`src/sv/vwc_pkg.sv`:
```
// ----------------------------------------------------------------------------
// vwc_pkg
// Shared types and constants of the volume weighted centroid core: register
// map, accumulator widths, the sums snapshot and the back end state codes.
// ----------------------------------------------------------------------------
package vwc_pkg;

   // configuration registers, all 9 bits wide
   localparam int CFG_W    = 9;
   localparam int CSR_AW   = 5;
   localparam int CSR_DW   = 32;
   localparam int REG_IW   = 3;

   localparam logic [REG_IW-1:0] REG_X_SIZE      = 3'd0;
   localparam logic [REG_IW-1:0] REG_Y_SIZE      = 3'd1;
   localparam logic [REG_IW-1:0] REG_Z_SIZE      = 3'd2;
   localparam logic [REG_IW-1:0] REG_FIRST_SLICE = 3'd3;
   localparam logic [REG_IW-1:0] REG_LAST_SLICE  = 3'd4;

   localparam logic [CFG_W-1:0] SIZE_RESET  = 9'd256;
   localparam logic [CFG_W-1:0] FIRST_RESET = 9'd1;
   localparam logic [CFG_W-1:0] LAST_RESET  = 9'd256;

   // accumulator and result widths
   localparam int VOX_W  = 16;
   localparam int W_BITS = 40;
   localparam int M_BITS = 48;
   localparam int OUT_W  = 16;

   // sums queue between front and back
   localparam int QDEPTH = 2;
   localparam int QLVL_W = $clog2(QDEPTH + 1);

   typedef struct packed {
      logic [CFG_W-1:0] x_size;
      logic [CFG_W-1:0] y_size;
      logic [CFG_W-1:0] z_size;
      logic [CFG_W-1:0] first_slice;
      logic [CFG_W-1:0] last_slice;
   } vwc_cfg_type;

   typedef struct packed {
      logic [W_BITS-1:0] weight;
      logic [M_BITS-1:0] x_mom;
      logic [M_BITS-1:0] y_mom;
      logic [M_BITS-1:0] z_mom;
   } vwc_sums_type;

   typedef struct packed {
      logic              not_empty;
      logic [QLVL_W-1:0] level;
   } vwc_qstat_type;

   typedef enum logic [1:0] {
      BK_IDLE = 2'd0,
      BK_DIV  = 2'd1,
      BK_HOLD = 2'd2
   } vwc_state_type;

   typedef enum logic [1:0] {
      AXIS_X = 2'd0,
      AXIS_Y = 2'd1,
      AXIS_Z = 2'd2
   } vwc_axis_type;

endpackage

```
`src/sv/volume_weighted_centroid_core.sv`:
```
// ----------------------------------------------------------------------------
// volume_weighted_centroid_core
// Intensity weighted 3-D centroid of a raster voxel stream, Q8.8 output.
// ----------------------------------------------------------------------------
// Voxels are taken one per clock in raster order (x fastest, then y, then z)
// for as long as full stays low; the core tracks the position itself and
// sums intensity and intensity times x, y and z over the slices from
// first_slice to last_slice. The sums of a finished volume enter a two-entry
// queue, so the stream runs on into the next volume while a shared restoring
// divider works out x, y and z one after another, one quotient bit per clock.
// A volume with zero weight skips the divider. full rises only while two
// finished volumes, queued or still in the front end pipeline, wait for the
// divider, which bounds the rate for very small volumes to one volume per
// divider pass. Results saturate to 0xFFFF; a zero intensity sum gives
// no_weight with zero coordinates. Configuration is to be written only while
// the core is idle; the core itself does not enforce this.
// ----------------------------------------------------------------------------
module volume_weighted_centroid_core
   import vwc_pkg::*;
#(
   parameter int MAX_X     = 256,
   parameter int MAX_Y     = 256,
   parameter int MAX_Z     = 256,
   parameter int FRAC_BITS = 8
) (
   input  logic              clock,
   input  logic              reset,
   // voxel beats
   input  logic              push,
   output logic              full,
   input  logic [VOX_W-1:0]  req_voxel,
   // centroid beats
   output logic              empty,
   input  logic              pop,
   output logic [OUT_W-1:0]  rsp_center_x,
   output logic [OUT_W-1:0]  rsp_center_y,
   output logic [OUT_W-1:0]  rsp_center_z,
   output logic              rsp_no_weight,
   // register port
   input  logic              psel,
   input  logic              penable,
   input  logic              pwrite,
   input  logic [CSR_AW-1:0] paddr,
   input  logic [CSR_DW-1:0] pwdata,
   output logic [CSR_DW-1:0] prdata,
   output logic              pready
);

   vwc_cfg_type       cfg_ff, cfg_in;
   logic              csr_wr;
   logic [REG_IW-1:0] csr_idx;
   logic [CFG_W-1:0]  csr_val;

   vwc_qstat_type     qstat;
   vwc_sums_type      q_wdata, q_rdata;
   logic              q_push, q_pop;

   // register write
   assign pready  = 1'b1;
   assign csr_wr  = psel && penable && pwrite && pready;
   assign csr_idx = paddr[CSR_AW-1:2];
   assign csr_val = pwdata[CFG_W-1:0];

   always_comb begin
      cfg_in = cfg_ff;
      if (csr_wr) begin
         case (csr_idx)
            REG_X_SIZE:      cfg_in.x_size      = csr_val;
            REG_Y_SIZE:      cfg_in.y_size      = csr_val;
            REG_Z_SIZE:      cfg_in.z_size      = csr_val;
            REG_FIRST_SLICE: cfg_in.first_slice = csr_val;
            REG_LAST_SLICE:  cfg_in.last_slice  = csr_val;
            default:         cfg_in             = cfg_ff;
         endcase
      end
   end

   always_ff @(posedge clock) begin
      if (reset) begin
         cfg_ff.x_size      <= SIZE_RESET;
         cfg_ff.y_size      <= SIZE_RESET;
         cfg_ff.z_size      <= SIZE_RESET;
         cfg_ff.first_slice <= FIRST_RESET;
         cfg_ff.last_slice  <= LAST_RESET;
      end else begin
         cfg_ff <= cfg_in;
      end
   end

   // register read
   always_comb begin
      case (csr_idx)
         REG_X_SIZE:      prdata = CSR_DW'(cfg_ff.x_size);
         REG_Y_SIZE:      prdata = CSR_DW'(cfg_ff.y_size);
         REG_Z_SIZE:      prdata = CSR_DW'(cfg_ff.z_size);
         REG_FIRST_SLICE: prdata = CSR_DW'(cfg_ff.first_slice);
         REG_LAST_SLICE:  prdata = CSR_DW'(cfg_ff.last_slice);
         default:         prdata = '0;
      endcase
   end

   // front end: counters, weighting, accumulation
   vwc_front #(
      .MAX_X (MAX_X),
      .MAX_Y (MAX_Y),
      .MAX_Z (MAX_Z)
   ) u_front (
      .clock    (clock),
      .reset    (reset),
      .cfg      (cfg_ff),
      .push     (push),
      .voxel    (req_voxel),
      .qstat    (qstat),
      .full     (full),
      .sum_push (q_push),
      .sums     (q_wdata)
   );

   // finished volume sums
   vwc_queue u_queue (
      .clock (clock),
      .reset (reset),
      .push  (q_push),
      .wdata (q_wdata),
      .pop   (q_pop),
      .rdata (q_rdata),
      .qstat (qstat)
   );

   // divider and result register
   vwc_back #(
      .FRAC_BITS (FRAC_BITS)
   ) u_back (
      .clock     (clock),
      .reset     (reset),
      .qstat     (qstat),
      .rdata     (q_rdata),
      .q_pop     (q_pop),
      .rsp_pop   (pop),
      .rsp_empty (empty),
      .center_x  (rsp_center_x),
      .center_y  (rsp_center_y),
      .center_z  (rsp_center_z),
      .no_weight (rsp_no_weight)
   );

endmodule

```
`src/sv/vwc_front.sv`:
```
// ----------------------------------------------------------------------------
// vwc_front
// Voxel front end: raster position counters, slice window test, weighting
// multipliers and the four accumulators. At the last voxel of a volume the
// completed sums go to the queue and the accumulators clear.
// ----------------------------------------------------------------------------
module vwc_front
   import vwc_pkg::*;
#(
   parameter int MAX_X = 256,
   parameter int MAX_Y = 256,
   parameter int MAX_Z = 256
) (
   input  logic               clock,
   input  logic               reset,
   input  vwc_cfg_type        cfg,
   input  logic               push,
   input  logic [VOX_W-1:0]   voxel,
   input  vwc_qstat_type      qstat,
   output logic               full,
   output logic               sum_push,
   output vwc_sums_type       sums
);

   localparam int CWX = (MAX_X > 1) ? $clog2(MAX_X) : 1;
   localparam int CWY = (MAX_Y > 1) ? $clog2(MAX_Y) : 1;
   localparam int CWZ = (MAX_Z > 1) ? $clog2(MAX_Z) : 1;
   localparam int SWX = $clog2(MAX_X + 1);
   localparam int SWY = $clog2(MAX_Y + 1);
   localparam int SWZ = $clog2(MAX_Z + 1);
   localparam int PXW = VOX_W + CWX;
   localparam int PYW = VOX_W + CWY;
   localparam int PZW = VOX_W + CWZ;

   logic [SWX-1:0] xs;
   logic [SWY-1:0] ys;
   logic [SWZ-1:0] zs;

   logic [CWX-1:0] col_ff, col_in;
   logic [CWY-1:0] row_ff, row_in;
   logic [CWZ-1:0] slice_ff, slice_in;
   logic [CWX:0]   col_nx;
   logic [CWY:0]   row_nx;
   logic [CWZ:0]   slice_nx;
   logic           last_col, last_row, last_slc, last_vox, incl, accept;

   // stage A: registered beat with its position
   logic             a_valid_ff, a_valid_in;
   logic             a_last_ff, a_last_in;
   logic             a_incl_ff;
   logic [VOX_W-1:0] a_voxel_ff;
   logic [CWX-1:0]   a_col_ff;
   logic [CWY-1:0]   a_row_ff;
   logic [CWZ-1:0]   a_slice_ff;

   // stage B: weighted terms
   logic             b_valid_ff, b_valid_in;
   logic             b_last_ff, b_last_in;
   logic [VOX_W-1:0] b_w_ff, b_w_in;
   logic [PXW-1:0]   b_px_ff, b_px_in;
   logic [PYW-1:0]   b_py_ff, b_py_in;
   logic [PZW-1:0]   b_pz_ff, b_pz_in;

   // stage C: accumulators
   vwc_sums_type acc_ff, acc_in, sum_nx;

   // effective sizes: zero acts as one, clamp to the maximum
   always_comb begin
      if (cfg.x_size == '0) xs = SWX'(1);
      else if (32'(cfg.x_size) > 32'(MAX_X)) xs = SWX'(MAX_X);
      else xs = SWX'(cfg.x_size);
      if (cfg.y_size == '0) ys = SWY'(1);
      else if (32'(cfg.y_size) > 32'(MAX_Y)) ys = SWY'(MAX_Y);
      else ys = SWY'(cfg.y_size);
      if (cfg.z_size == '0) zs = SWZ'(1);
      else if (32'(cfg.z_size) > 32'(MAX_Z)) zs = SWZ'(MAX_Z);
      else zs = SWZ'(cfg.z_size);
   end

   // position classification
   assign accept   = push && !full;
   assign col_nx   = {1'b0, col_ff} + (CWX+1)'(1);
   assign row_nx   = {1'b0, row_ff} + (CWY+1)'(1);
   assign slice_nx = {1'b0, slice_ff} + (CWZ+1)'(1);
   assign last_col = 32'(col_nx) >= 32'(xs);
   assign last_row = 32'(row_nx) >= 32'(ys);
   assign last_slc = 32'(slice_nx) >= 32'(zs);
   assign last_vox = last_col && last_row && last_slc;
   // slice window, counted from one
   assign incl = (32'(slice_nx) >= 32'(cfg.first_slice)) &&
                 (32'(slice_nx) <= 32'(cfg.last_slice));

   // raster counters
   always_comb begin
      col_in   = col_ff;
      row_in   = row_ff;
      slice_in = slice_ff;
      if (accept) begin
         if (last_vox) begin
            col_in   = '0;
            row_in   = '0;
            slice_in = '0;
         end else if (!last_col) begin
            col_in = col_nx[CWX-1:0];
         end else begin
            col_in = '0;
            if (!last_row) begin
               row_in = row_nx[CWY-1:0];
            end else begin
               row_in   = '0;
               slice_in = slice_nx[CWZ-1:0];
            end
         end
      end
   end

   // hold off while the queue could not take every volume end in flight
   assign full = (32'(qstat.level) + 32'(a_valid_ff && a_last_ff) +
                  32'(b_valid_ff && b_last_ff)) >= 32'(QDEPTH);

   // weighting terms, zero outside the slice window
   assign a_valid_in = accept;
   assign a_last_in  = last_vox;
   assign b_valid_in = a_valid_ff;
   assign b_last_in  = a_last_ff;
   assign b_w_in     = a_incl_ff ? a_voxel_ff : '0;
   assign b_px_in    = a_incl_ff ? PXW'(a_voxel_ff) * PXW'(a_col_ff) : '0;
   assign b_py_in    = a_incl_ff ? PYW'(a_voxel_ff) * PYW'(a_row_ff) : '0;
   assign b_pz_in    = a_incl_ff ? PZW'(a_voxel_ff) * PZW'(a_slice_ff) : '0;

   // accumulate; at volume end the sums leave and the accumulators clear
   always_comb begin
      sum_nx.weight = acc_ff.weight + W_BITS'(b_w_ff);
      sum_nx.x_mom  = acc_ff.x_mom + M_BITS'(b_px_ff);
      sum_nx.y_mom  = acc_ff.y_mom + M_BITS'(b_py_ff);
      sum_nx.z_mom  = acc_ff.z_mom + M_BITS'(b_pz_ff);
      acc_in        = acc_ff;
      sum_push      = 1'b0;
      if (b_valid_ff) begin
         if (b_last_ff) begin
            acc_in   = '0;
            sum_push = 1'b1;
         end else begin
            acc_in = sum_nx;
         end
      end
   end

   assign sums = sum_nx;

   // control state
   always_ff @(posedge clock) begin
      if (reset) begin
         col_ff     <= '0;
         row_ff     <= '0;
         slice_ff   <= '0;
         a_valid_ff <= 1'b0;
         b_valid_ff <= 1'b0;
         acc_ff     <= '0;
      end else begin
         col_ff     <= col_in;
         row_ff     <= row_in;
         slice_ff   <= slice_in;
         a_valid_ff <= a_valid_in;
         b_valid_ff <= b_valid_in;
         acc_ff     <= acc_in;
      end
   end

   // pipeline payload
   always_ff @(posedge clock) begin
      a_last_ff  <= a_last_in;
      a_incl_ff  <= incl;
      a_voxel_ff <= voxel;
      a_col_ff   <= col_ff;
      a_row_ff   <= row_ff;
      a_slice_ff <= slice_ff;
      b_last_ff  <= b_last_in;
      b_w_ff     <= b_w_in;
      b_px_ff    <= b_px_in;
      b_py_ff    <= b_py_in;
      b_pz_ff    <= b_pz_in;
   end

   // a volume end reaching the accumulators always finds queue space
   assert property (@(posedge clock) disable iff (reset)
      (b_valid_ff && b_last_ff) |-> (32'(qstat.level) < 32'(QDEPTH)))
      else $error("vwc_front: volume end without queue space");

endmodule

```
`src/sv/vwc_queue.sv`:
```
// ----------------------------------------------------------------------------
// vwc_queue
// Short queue of finished volume sums between the front end and the divider.
// ----------------------------------------------------------------------------
module vwc_queue
   import vwc_pkg::*;
(
   input  logic          clock,
   input  logic          reset,
   input  logic          push,
   input  vwc_sums_type  wdata,
   input  logic          pop,
   output vwc_sums_type  rdata,
   output vwc_qstat_type qstat
);

   localparam int PW = (QDEPTH > 1) ? $clog2(QDEPTH) : 1;

   vwc_sums_type      mem_ff [QDEPTH];
   logic [PW-1:0]     wr_ptr_ff, wr_ptr_in;
   logic [PW-1:0]     rd_ptr_ff, rd_ptr_in;
   logic [QLVL_W-1:0] level_ff, level_in;

   // pointer and level update
   always_comb begin
      wr_ptr_in = wr_ptr_ff;
      rd_ptr_in = rd_ptr_ff;
      level_in  = level_ff;
      if (push) begin
         wr_ptr_in = (wr_ptr_ff == PW'(QDEPTH - 1)) ? '0 : wr_ptr_ff + PW'(1);
      end
      if (pop) begin
         rd_ptr_in = (rd_ptr_ff == PW'(QDEPTH - 1)) ? '0 : rd_ptr_ff + PW'(1);
      end
      if (push && !pop) level_in = level_ff + QLVL_W'(1);
      else if (pop && !push) level_in = level_ff - QLVL_W'(1);
   end

   always_ff @(posedge clock) begin
      if (reset) begin
         wr_ptr_ff <= '0;
         rd_ptr_ff <= '0;
         level_ff  <= '0;
      end else begin
         wr_ptr_ff <= wr_ptr_in;
         rd_ptr_ff <= rd_ptr_in;
         level_ff  <= level_in;
      end
   end

   // storage
   always_ff @(posedge clock) begin
      if (push) mem_ff[wr_ptr_ff] <= wdata;
   end

   assign rdata           = mem_ff[rd_ptr_ff];
   assign qstat.not_empty = (level_ff != '0);
   assign qstat.level     = level_ff;

   assert property (@(posedge clock) disable iff (reset)
      push |-> (32'(level_ff) < 32'(QDEPTH)))
      else $error("vwc_queue: overflow");

   assert property (@(posedge clock) disable iff (reset)
      pop |-> (level_ff != '0))
      else $error("vwc_queue: underflow");

endmodule

```
`src/sv/vwc_back.sv`:
```
// ----------------------------------------------------------------------------
// vwc_back
// Divider back end: one shared restoring divider works out x, y and z in
// turn, one quotient bit per cycle, with saturation to 16 bits. The result
// waits in an output register until it is popped.
// ----------------------------------------------------------------------------
module vwc_back
   import vwc_pkg::*;
#(
   parameter int FRAC_BITS = 8
) (
   input  logic               clock,
   input  logic               reset,
   input  vwc_qstat_type      qstat,
   input  vwc_sums_type       rdata,
   output logic               q_pop,
   input  logic               rsp_pop,
   output logic               rsp_empty,
   output logic [OUT_W-1:0]   center_x,
   output logic [OUT_W-1:0]   center_y,
   output logic [OUT_W-1:0]   center_z,
   output logic               no_weight
);

   localparam int NB  = M_BITS + FRAC_BITS;
   localparam int SCW = $clog2(NB);

   vwc_state_type     state_ff, state_in;
   vwc_axis_type      axis_ff, axis_in;
   logic [SCW-1:0]    step_ff, step_in;
   vwc_sums_type      work_ff, work_in;
   logic [NB-1:0]     dvd_ff, dvd_in;
   logic [W_BITS-1:0] rem_ff, rem_in;
   logic [OUT_W-1:0]  quo_ff, quo_in;
   logic              sat_ff, sat_in;
   logic [OUT_W-1:0]  res_x_ff, res_x_in, res_y_ff, res_y_in, res_z_ff, res_z_in;
   logic              res_nw_ff, res_nw_in;
   logic              out_valid_ff, out_valid_in;
   logic [OUT_W-1:0]  out_x_ff, out_x_in, out_y_ff, out_y_in, out_z_ff, out_z_in;
   logic              out_nw_ff, out_nw_in;

   logic [W_BITS:0]   rem_sh, rem_dif;
   logic              ge, last_step, out_free, rsp_take;
   logic [OUT_W-1:0]  qval;

   // one restoring step
   assign rem_sh    = {rem_ff, dvd_ff[NB-1]};
   assign ge        = rem_sh >= {1'b0, work_ff.weight};
   assign rem_dif   = rem_sh - {1'b0, work_ff.weight};
   assign qval      = (sat_ff || quo_ff[OUT_W-1]) ? '1 : {quo_ff[OUT_W-2:0], ge};
   assign last_step = (step_ff == SCW'(NB - 1));
   assign rsp_take  = rsp_pop && out_valid_ff;
   assign out_free  = !out_valid_ff || rsp_take;

   // next state
   always_comb begin
      state_in = state_ff;
      case (state_ff)
         BK_IDLE: begin
            if (qstat.not_empty) state_in = (rdata.weight == '0) ? BK_HOLD : BK_DIV;
         end
         BK_DIV: begin
            if (last_step && axis_ff == AXIS_Z) state_in = BK_HOLD;
         end
         BK_HOLD: begin
            if (out_free) state_in = BK_IDLE;
         end
         default: state_in = BK_IDLE;
      endcase
   end

   // datapath and outputs
   always_comb begin
      q_pop        = 1'b0;
      axis_in      = axis_ff;
      step_in      = step_ff;
      work_in      = work_ff;
      dvd_in       = dvd_ff;
      rem_in       = rem_ff;
      quo_in       = quo_ff;
      sat_in       = sat_ff;
      res_x_in     = res_x_ff;
      res_y_in     = res_y_ff;
      res_z_in     = res_z_ff;
      res_nw_in    = res_nw_ff;
      out_valid_in = out_valid_ff && !rsp_take;
      out_x_in     = out_x_ff;
      out_y_in     = out_y_ff;
      out_z_in     = out_z_ff;
      out_nw_in    = out_nw_ff;
      case (state_ff)
         BK_IDLE: begin
            if (qstat.not_empty) begin
               q_pop     = 1'b1;
               work_in   = rdata;
               axis_in   = AXIS_X;
               step_in   = '0;
               dvd_in    = NB'(rdata.x_mom) << FRAC_BITS;
               rem_in    = '0;
               quo_in    = '0;
               sat_in    = 1'b0;
               res_x_in  = '0;
               res_y_in  = '0;
               res_z_in  = '0;
               res_nw_in = (rdata.weight == '0);
            end
         end
         BK_DIV: begin
            rem_in  = ge ? rem_dif[W_BITS-1:0] : rem_sh[W_BITS-1:0];
            dvd_in  = dvd_ff << 1;
            quo_in  = {quo_ff[OUT_W-2:0], ge};
            sat_in  = sat_ff || quo_ff[OUT_W-1];
            step_in = step_ff + SCW'(1);
            if (last_step) begin
               step_in = '0;
               rem_in  = '0;
               quo_in  = '0;
               sat_in  = 1'b0;
               case (axis_ff)
                  AXIS_X: begin
                     res_x_in = qval;
                     axis_in  = AXIS_Y;
                     dvd_in   = NB'(work_ff.y_mom) << FRAC_BITS;
                  end
                  AXIS_Y: begin
                     res_y_in = qval;
                     axis_in  = AXIS_Z;
                     dvd_in   = NB'(work_ff.z_mom) << FRAC_BITS;
                  end
                  default: begin
                     res_z_in = qval;
                  end
               endcase
            end
         end
         BK_HOLD: begin
            if (out_free) begin
               out_valid_in = 1'b1;
               out_x_in     = res_x_ff;
               out_y_in     = res_y_ff;
               out_z_in     = res_z_ff;
               out_nw_in    = res_nw_ff;
            end
         end
         default: begin
            q_pop = 1'b0;
         end
      endcase
   end

   // control state
   always_ff @(posedge clock) begin
      if (reset) begin
         state_ff     <= BK_IDLE;
         axis_ff      <= AXIS_X;
         step_ff      <= '0;
         out_valid_ff <= 1'b0;
      end else begin
         state_ff     <= state_in;
         axis_ff      <= axis_in;
         step_ff      <= step_in;
         out_valid_ff <= out_valid_in;
      end
   end

   // payload
   always_ff @(posedge clock) begin
      work_ff   <= work_in;
      dvd_ff    <= dvd_in;
      rem_ff    <= rem_in;
      quo_ff    <= quo_in;
      sat_ff    <= sat_in;
      res_x_ff  <= res_x_in;
      res_y_ff  <= res_y_in;
      res_z_ff  <= res_z_in;
      res_nw_ff <= res_nw_in;
      out_x_ff  <= out_x_in;
      out_y_ff  <= out_y_in;
      out_z_ff  <= out_z_in;
      out_nw_ff <= out_nw_in;
   end

   assign rsp_empty = !out_valid_ff;
   assign center_x  = out_x_ff;
   assign center_y  = out_y_ff;
   assign center_z  = out_z_ff;
   assign no_weight = out_nw_ff;

   // never divide by a zero weight
   assert property (@(posedge clock) disable iff (reset)
      (state_ff == BK_DIV) |-> (work_ff.weight != '0))
      else $error("vwc_back: division by zero weight");

   // the bit counter never runs past the dividend
   assert property (@(posedge clock) disable iff (reset)
      (state_ff == BK_DIV) |-> (32'(step_ff) < NB))
      else $error("vwc_back: step counter overrun");

endmodule

```
`config.mk`:
```
export PLATFORM = sky130hd
export DESIGN_NAME = volume_weighted_centroid_core
export DESIGN_NICKNAME = d
export VERILOG_FILES = /design/src/sv/vwc_pkg.sv /design/src/sv/volume_weighted_centroid_core.sv /design/src/sv/vwc_front.sv /design/src/sv/vwc_queue.sv /design/src/sv/vwc_back.sv
export SDC_FILE = /design/constraint.sdc
export NUM_CORES = 2
export LEC_CHECK = 0
export BUFFER_PORTS_ARGS = -buffer_cell sky130_fd_sc_hd__buf_4
export CELL_PAD_IN_SITES_DETAIL_PLACEMENT = 2
export CELL_PAD_IN_SITES_GLOBAL_PLACEMENT = 2
export CORE_MARGIN = 8
export CORE_UTILIZATION = 45
export CTS_BUF_LIST = sky130_fd_sc_hd__clkbuf_8
export DETAILED_ROUTE_END_ITERATION = 7
export PLACE_DENSITY = 0.85
export SYNTH_ARGS = -nofsm -noshare
export SYNTH_HDL_FRONTEND = slang
export SYNTH_HIERARCHICAL = 1
export SYNTH_SLANG_ARGS = --single-unit
```
`constraint.sdc`:
```
create_clock -name clock -period 14.8 [get_ports clock]
set_input_delay 0.74 -clock clock [delete_from_list [all_inputs] [get_ports clock]]
set_output_delay 0.74 -clock clock [all_outputs]
set_load 0.1 [all_outputs]
```
-- Yosys cells after proc, flatten, opt, wreduce, memory -nomap -nowiden
Memory sizes are Yosys's and may differ from the RTL's. A register that Yosys moved wholly into a read port is not among the register bits.
Cells that the tools add are included.
- bits in registers: 748
- RAM bits: 368
- input bits: 60
- output and inout port bits: 84
- logic and storage cells: 207
- memories kept: 1
- $add $sub $neg: 15
- $mul: 3
- $lt $le $gt $ge: 10
- equality and inequality tests: 17
- multiplexer cells: 66
- reductions and logical operators: 48
- memory list (name ; words ; width ; read ports ; clocked after Yosys merged registers in ; wr ports ; line ; RTL):
    u_queue.mem_ff ; 2 ; 184 ; 1 ; 1 ; 1 ; vwc_queue.sv:19 ; vwc_sums_type mem_ff [QDEPTH];
- operator list (kind ; count):
    case mux 56 bit (2 select lines) ; 2
    2-to-1 mux 184 bit ; 1
    adder 48 x 24 -> 48 bit ; 3
    2-to-1 mux 16 bit ; 9
    case mux 16 bit (2 select lines) ; 4
    2-to-1 mux 40 bit ; 3
    2-to-1 mux 56 bit ; 2
    case mux 40 bit (2 select lines) ; 1
    multiplier 16 x 8 -> 24 bit ; 3
    2-to-1 mux 8 bit ; 8
    2-to-1 mux 9 bit ; 6
    case mux 9 bit (5 select lines) ; 1
    >= comparator 41 x 40 -> 1 bit ; 1
    adder 40 x 16 -> 40 bit ; 1
    zero test 40 bit ; 1
    subtractor 40 bit ; 1
    >= comparator 9 bit ; 4
    adder 32 x 1 -> 32 bit ; 1
    >= comparator 32 x 2 -> 1 bit (second input constant) ; 1
    adder 8 x 1 -> 9 bit (second input constant) ; 3
    > comparator 9 bit (second input constant) ; 3
    zero test 9 bit ; 3
    AND reduction 2 bit ; 9
    2-to-1 mux 2 bit ; 8
    other kinds (30) ; 80

-- Longest topological paths before layout
- word-level depth: 8
- depth in mapped cells: 20
- gate-level depth less buffers: 19

-- Modules after synthesis
Netlist, hierarchy kept.
- by module, submodules not included (module ; times used ; cells an instance ; area each (um^2) ; sequential area each (um^2)):
    vwc_front ; 1 ; 3514 ; 30281.5 ; 6826.5
    vwc_back ; 1 ; 1214 ; 15388.5 ; 10400.0
    vwc_queue ; 1 ; 593 ; 13529.2 ; 11150.7
    volume_weighted_centroid_core ; 1 ; 247 ; 2398.6 ; 900.9

-- Least setup slack after synthesis
OpenSTA, ideal clock, no wires.
- kind: reg2reg
- from: reg u_back.state_ff[0]
- to: reg u_queue.level_ff[1]
- setup time: 0.070 ns
- data arrival time: 12.036 ns
- data required time: 14.730 ns
- path slack: 2.695 ns
- cell stages (with the launch flop): 7
- path buffers: 1
- clock period less this slack: 12.105 ns
- path through: dfxtp_1 > clkbuf_1 > nor3b_1 > inv_1 > ha_1 > or3_1 > a21oi_1
- cells in the longest elaborated chain, start to end: 5
- elaborated cells on any way between the ends: 7
- classes of those cells: mux (2); reduce/logical (5)
- RTL lines (what ; line ; RTL):
    from (decl) ; vwc_back.sv:28 ; vwc_state_type state_ff, state_in;
    from (signal assigned) ; vwc_back.sv:159 ; state_ff <= state_in;
    zero test 2 bit * ; vwc_back.sv:91 ; case (state_ff)
    2-to-1 mux 1 bit * ; vwc_back.sv:91 ;
    net q_pop ; volume_weighted_centroid_core.sv:56 ; logic q_push, q_pop;
    zero test 1 bit ; vwc_queue.sv:35 ; if (push && !pop) level_in = level_ff + QLVL_W'(1);
    logical AND 1 bit ; vwc_queue.sv:35 ;
    2-to-1 mux 2 bit or nonzero test 2 bit (tied branches) ; n/a ;
    to (signal assigned) ; vwc_queue.sv:47 ; level_ff <= level_in;
    to (decl) ; vwc_queue.sv:22 ; logic [QLVL_W-1:0] level_ff, level_in;
Mark *: on every way through the listed nets, which the timed path passes. The rest lies on a longest branch.
A chain may end at the register's enable or synchronous reset.

-- Worst setup path in the final report
- from: reg u_front.a_voxel_ff[2]
- to: reg u_front.b_px_ff[23]
- cells in the longest elaborated chain, start to end: 1
- RTL lines (what ; line ; RTL):
    from (decl) ; vwc_front.sv:51 ; logic [VOX_W-1:0] a_voxel_ff;
    from (signal assigned) ; vwc_front.sv:174 ; a_voxel_ff <= voxel;
    multiplier 16 x 8 -> 24 bit ; vwc_front.sv:127 ; assign b_px_in = a_incl_ff ? PXW'(a_voxel_ff) * PXW'(a_col_ff) : '0;
    to (signal assigned) ; vwc_front.sv:180 ; b_px_ff <= b_px_in;
    to (decl) ; vwc_front.sv:60 ; logic [PXW-1:0] b_px_ff, b_px_in;
No other way between the ends.

==> metrics.yaml <==
status:
  outcome: "completed"
hold_path:
  hold_depth: 3
  min_from: "pwdata[8]"
  holdPathEnd: "cfg_ff[17]$_SDFFE_PP0P_"
  worstHoldPathType: "in2reg"
floorplanning:
  initial_utilization_pct: 45.4
  die_area_mm2: 0.149
  coreArea_mm2: 0.136
  io_pins: 144
  dieHeight_um: 386
  die_x_um: 386
  num_rows: 135
yosys:
  synth-main-ff-cell: "edfxtp_1"
  async_flop_share_pct: 0
  synth-simple-area-share_pct: 13.1
  yosys.area_share.adder_pct: 14.7
  syn_inst: 5568
  synth_edf_count: 707
  synth_top_family_by_area: "adder cells"
  synth_compound_area_share_pct: 10.7
  synth.area.mux_share_pct: 5.12
  ys_warn_count: 6
  synth_cell_types: 104
  synth_xor_area_share_pct: 4.18
  ys_ff_latch: 1109
  syn_area_per_cell_um2: 11.1
  syn_area_mm2: 0.0616
  synth_seq_area_share_pct: 47.5
worst_setup_path:
  critPathArrivalTime_ps: 7040
  crit_type: "reg2reg"
  r2r_end: "u_front/b_px_ff[23]$_SDFF_PN0_"
  crit_fanout: 25
  timing.rr.start: "u_front/a_voxel_ff[2]$_DFF_P_"
  cpPeakStageDelay_ps: 1110
  startpoint_type: "flip-flop"
  cp-end-kind: "flip-flop"
  critPathRequiredTime_ps: 15590
  cp_common_cell: "fa_1"
  ff2ff_setup_slack_ps: 8550
  crit_slowest_cell: "dfxtp_1"
  crit_chain: "nand2_1 -> fa_1 -> fa_1 -> inv_1 -> fa_1 -> inv_1 -> fa_1 -> inv_1 -> ha_1 -> o21a_1 -> o31ai_1 -> a22oi_1 -> a41oi_1 -> or3_1 -> a31oi_1 -> a31oi_1 -> xnor2_1 -> nor2_1"
  r2r_cells: 18
power:
  power_leakage_uw: 0.0285
  power_density_mw_per_mm2: 148
  vdd_drop_max_mv: 0.168
  total_power_uw: 10000
detailed_routing:
  drt-total-wl_um: 219000
  detail_route.iter0.violations: 2969
  drc: 0
  drt_pass1_iterations: 5
  num_vias: 45300
  wire_per_inst_um: 28.8
  postRouteAntennaNets: 0
  vias_per_cell: 5.95
global_route:
  gr-usage-met3_pct: 4.04
  grt_pass1_wl_um: 333000
  busiest_layer: "met2"
  grt_max_degree: 139
  grtUsageMet1_pct: 32.6
  grt_usage_pct: 29.0
  antenna_found_initial: 4
  grt.overflow.total: 0
  met2_usage_pct: 53.9
  grt_pass1_vias: 52800
finish:
  fillers: 13400
  syn2layout_area_growth_pct: 10.2
  final_cells: 7617
  final_util_pct: 50.0
  regArea_mm2: 0.0293
  final_nets: 6300
  multi_input_area_mm2: 0.0296
  drive_gt1_share_pct: 11.2
sta:
  slew-limit-headroom_pct: 18.1
  fmax_mhz: 160
  fin_setup_tns_ps: 0
  worst_slew_pin_slew_ps: 1230
  whs_ps: 103
  period_minus_slack_ps: 6250
  maxSlewViolCount: 0
  period_share_pct: 42.2
  rsz0062_at_grt: "no"
  setup_viol: 0
  clock_skew_ps: 99.1
  finalHoldViolCount: 0
placement:
  gp_congestion: 0.817
  hpwl_um: 134000
  portBuffers: 94
  dpl.cell_count: 7243
clock_tree:
  post_cts_buffers: 0
  cts-root-buf: "clkbuf_8"
  clock-sinks: 1109
  cts_max_level: 4
  cts.reportedPaths.clkPinSlew_ps: 60
  clock_path_buffers: 3
  numCtsBuffers: 191
  cts_tree: "yes"
  clock_latency_ps: 970
  cts_resized: 0
flow_run:
  cap_violations: 0
[layout make-up]
class / count / share of cell area (%)
diodes: 2 / 0.00737
clock inverters: 145 / 1.50
flip-flops and latches: 1109 / 43.2
multi-input cells: 3794 / 43.6
repair buffers: 164 / 1.92
clock buffers: 210 / 4.26
inverters: 412 / 2.28
well taps: 1781 / 3.28
[placed cells by master (no fill, tap or decap), types with 25 or more instances in the layout]
cell type	count
a22o_1	53
dfxtp_1	399
or3_1	28
a21o_1	99
clkinv_1	28
clkbuf_8	210
edfxtp_1	707
o21a_1	25
xor2_1	121
nand4_1	46
o21ai_0	261
mux2i_1	107
and2_1	371
xnor2_1	173
nor3_1	59
inv_1	490
nor2b_1	34
a21oi_1	226
nand3_1	77
and3_1	59
nand2b_1	75
mux2_2	185
ha_1	311
nor2_1	315
a22oi_1	61
a31oi_1	76
buf_4	145
nand2_1	451
fa_1	257
[worst max-delay path by stage]
stage / from / to / slack, ps / cells after the start
4_1_cts: u_front/a_voxel_ff[2]$_DFF_P_ / u_front/b_px_ff[23]$_SDFF_PN0_ / 8590 / 18
5_1_grt: u_front/a_voxel_ff[2]$_DFF_P_ / u_front/b_px_ff[23]$_SDFF_PN0_ / 8370 / 18
2_1_floorplan: u_back/state_ff[0]$_SDFFE_PP0P_ / u_queue/level_ff[1]$_SDFFE_PP0P_ / 2690 / 6
3_5_place_dp: u_front/a_voxel_ff[2]$_DFF_P_ / u_front/b_px_ff[23]$_SDFF_PN0_ / 8770 / 18
3_3_place_gp: u_front/a_voxel_ff[2]$_DFF_P_ / u_front/b_px_ff[23]$_SDFF_PN0_ / 8980 / 18
6_report: u_front/a_voxel_ff[2]$_DFF_P_ / u_front/b_px_ff[23]$_SDFF_PN0_ / 8550 / 18
[flip-flops by register name, summed over array words and instances, names as in the netlist, 24 cells and up, named ones only]
register	flops
u_back/dvd_ff	48
u_back/rem_ff	40
u_front/b_py_ff	24
u_front/b_px_ff	24
u_queue/mem_ff	368
cfg_ff	45
u_back/work_ff	136
u_front/b_pz_ff	24
u_front/acc_ff	184
[per-layer routing]
| layer | share of wire (%) | wire length, um |
|---|---|---|
| met1 | 38 | 83700 |
| met2 | 53 | 116000 |
| met3 | 4.2 | 9120 |
| met4 | 4.7 | 10400 |
| met5 | 0 | 0 |
[through the flow]
step	setup WS (ps)	cell area [um^2]
final	8550	67900
after global routing	8370	67900
after CTS	8590	67800
after detailed placement	8770	63800
after global placement	8980	63800
after floorplan	2690	61700
[synth_stat cells, types with 25 or more instances]
| cell | instances | share of area [%] |
|---|---|---|
| xor2_1 | 121 | 1.7 |
| nor2b_1 | 36 | 0.37 |
| or3_1 | 28 | 0.28 |
| ha_1 | 311 | 6.3 |
| and2_1 | 372 | 3.8 |
| buf_4 | 27 | 0.33 |
| clkbuf_1 | 185 | 1.1 |
| buf_2 | 28 | 0.23 |
| o21ai_0 | 261 | 2.1 |
| xnor2_1 | 173 | 2.5 |
| dfxtp_1 | 402 | 13 |
| fa_1 | 257 | 8.4 |
| mux2i_1 | 107 | 1.7 |
| and3_1 | 59 | 0.60 |
| mux2_2 | 185 | 3.4 |
| a22o_1 | 53 | 0.75 |
| o21a_1 | 25 | 0.30 |
| inv_1 | 407 | 2.5 |
| nand2_1 | 453 | 2.8 |
| a21o_1 | 99 | 1.2 |
| a22oi_1 | 61 | 0.74 |
| nand2b_1 | 75 | 0.76 |
| nand4_1 | 46 | 0.47 |
| nand3_1 | 77 | 0.63 |
| a31oi_1 | 76 | 0.77 |
| a21oi_1 | 226 | 1.8 |
| nor3_1 | 60 | 0.49 |
| edfxtp_1 | 707 | 34 |
| nor2_1 | 319 | 1.9 |
[where the power goes]
part	switching (uW)	internal (uW)
clock	1480	1490
combinational	1920	872
sequential	278	3980
total	3670	6340
[cells by family after synthesis]
logic type | count (synthesis)
AO/OA/AOI/OAI | 1009
XOR/XNOR | 294
adder cells (fa/ha/maj) | 568
buffers and inverters | 687
flip-flops | 1109
multiplexers | 292
other | 2
AND/OR/NAND/NOR | 1607
[timing repair]
action	CTS	global route
endpoints found under the hold margin	16	0
setup endpoints to repair	0	0
hold buffers	16	0
[critical path: cells and delay by family, from the launching register on]
kind,cells,cell delay [ps]
DFF,1,1110
and+or+nand+nor,3,700
adders and majority gates,5,2500
buffers and inverters,3,170
AOI/OAI and AO/OA,6,1390
xor gates and xnor gates,1,190
(Power assumes the default switching activity.)
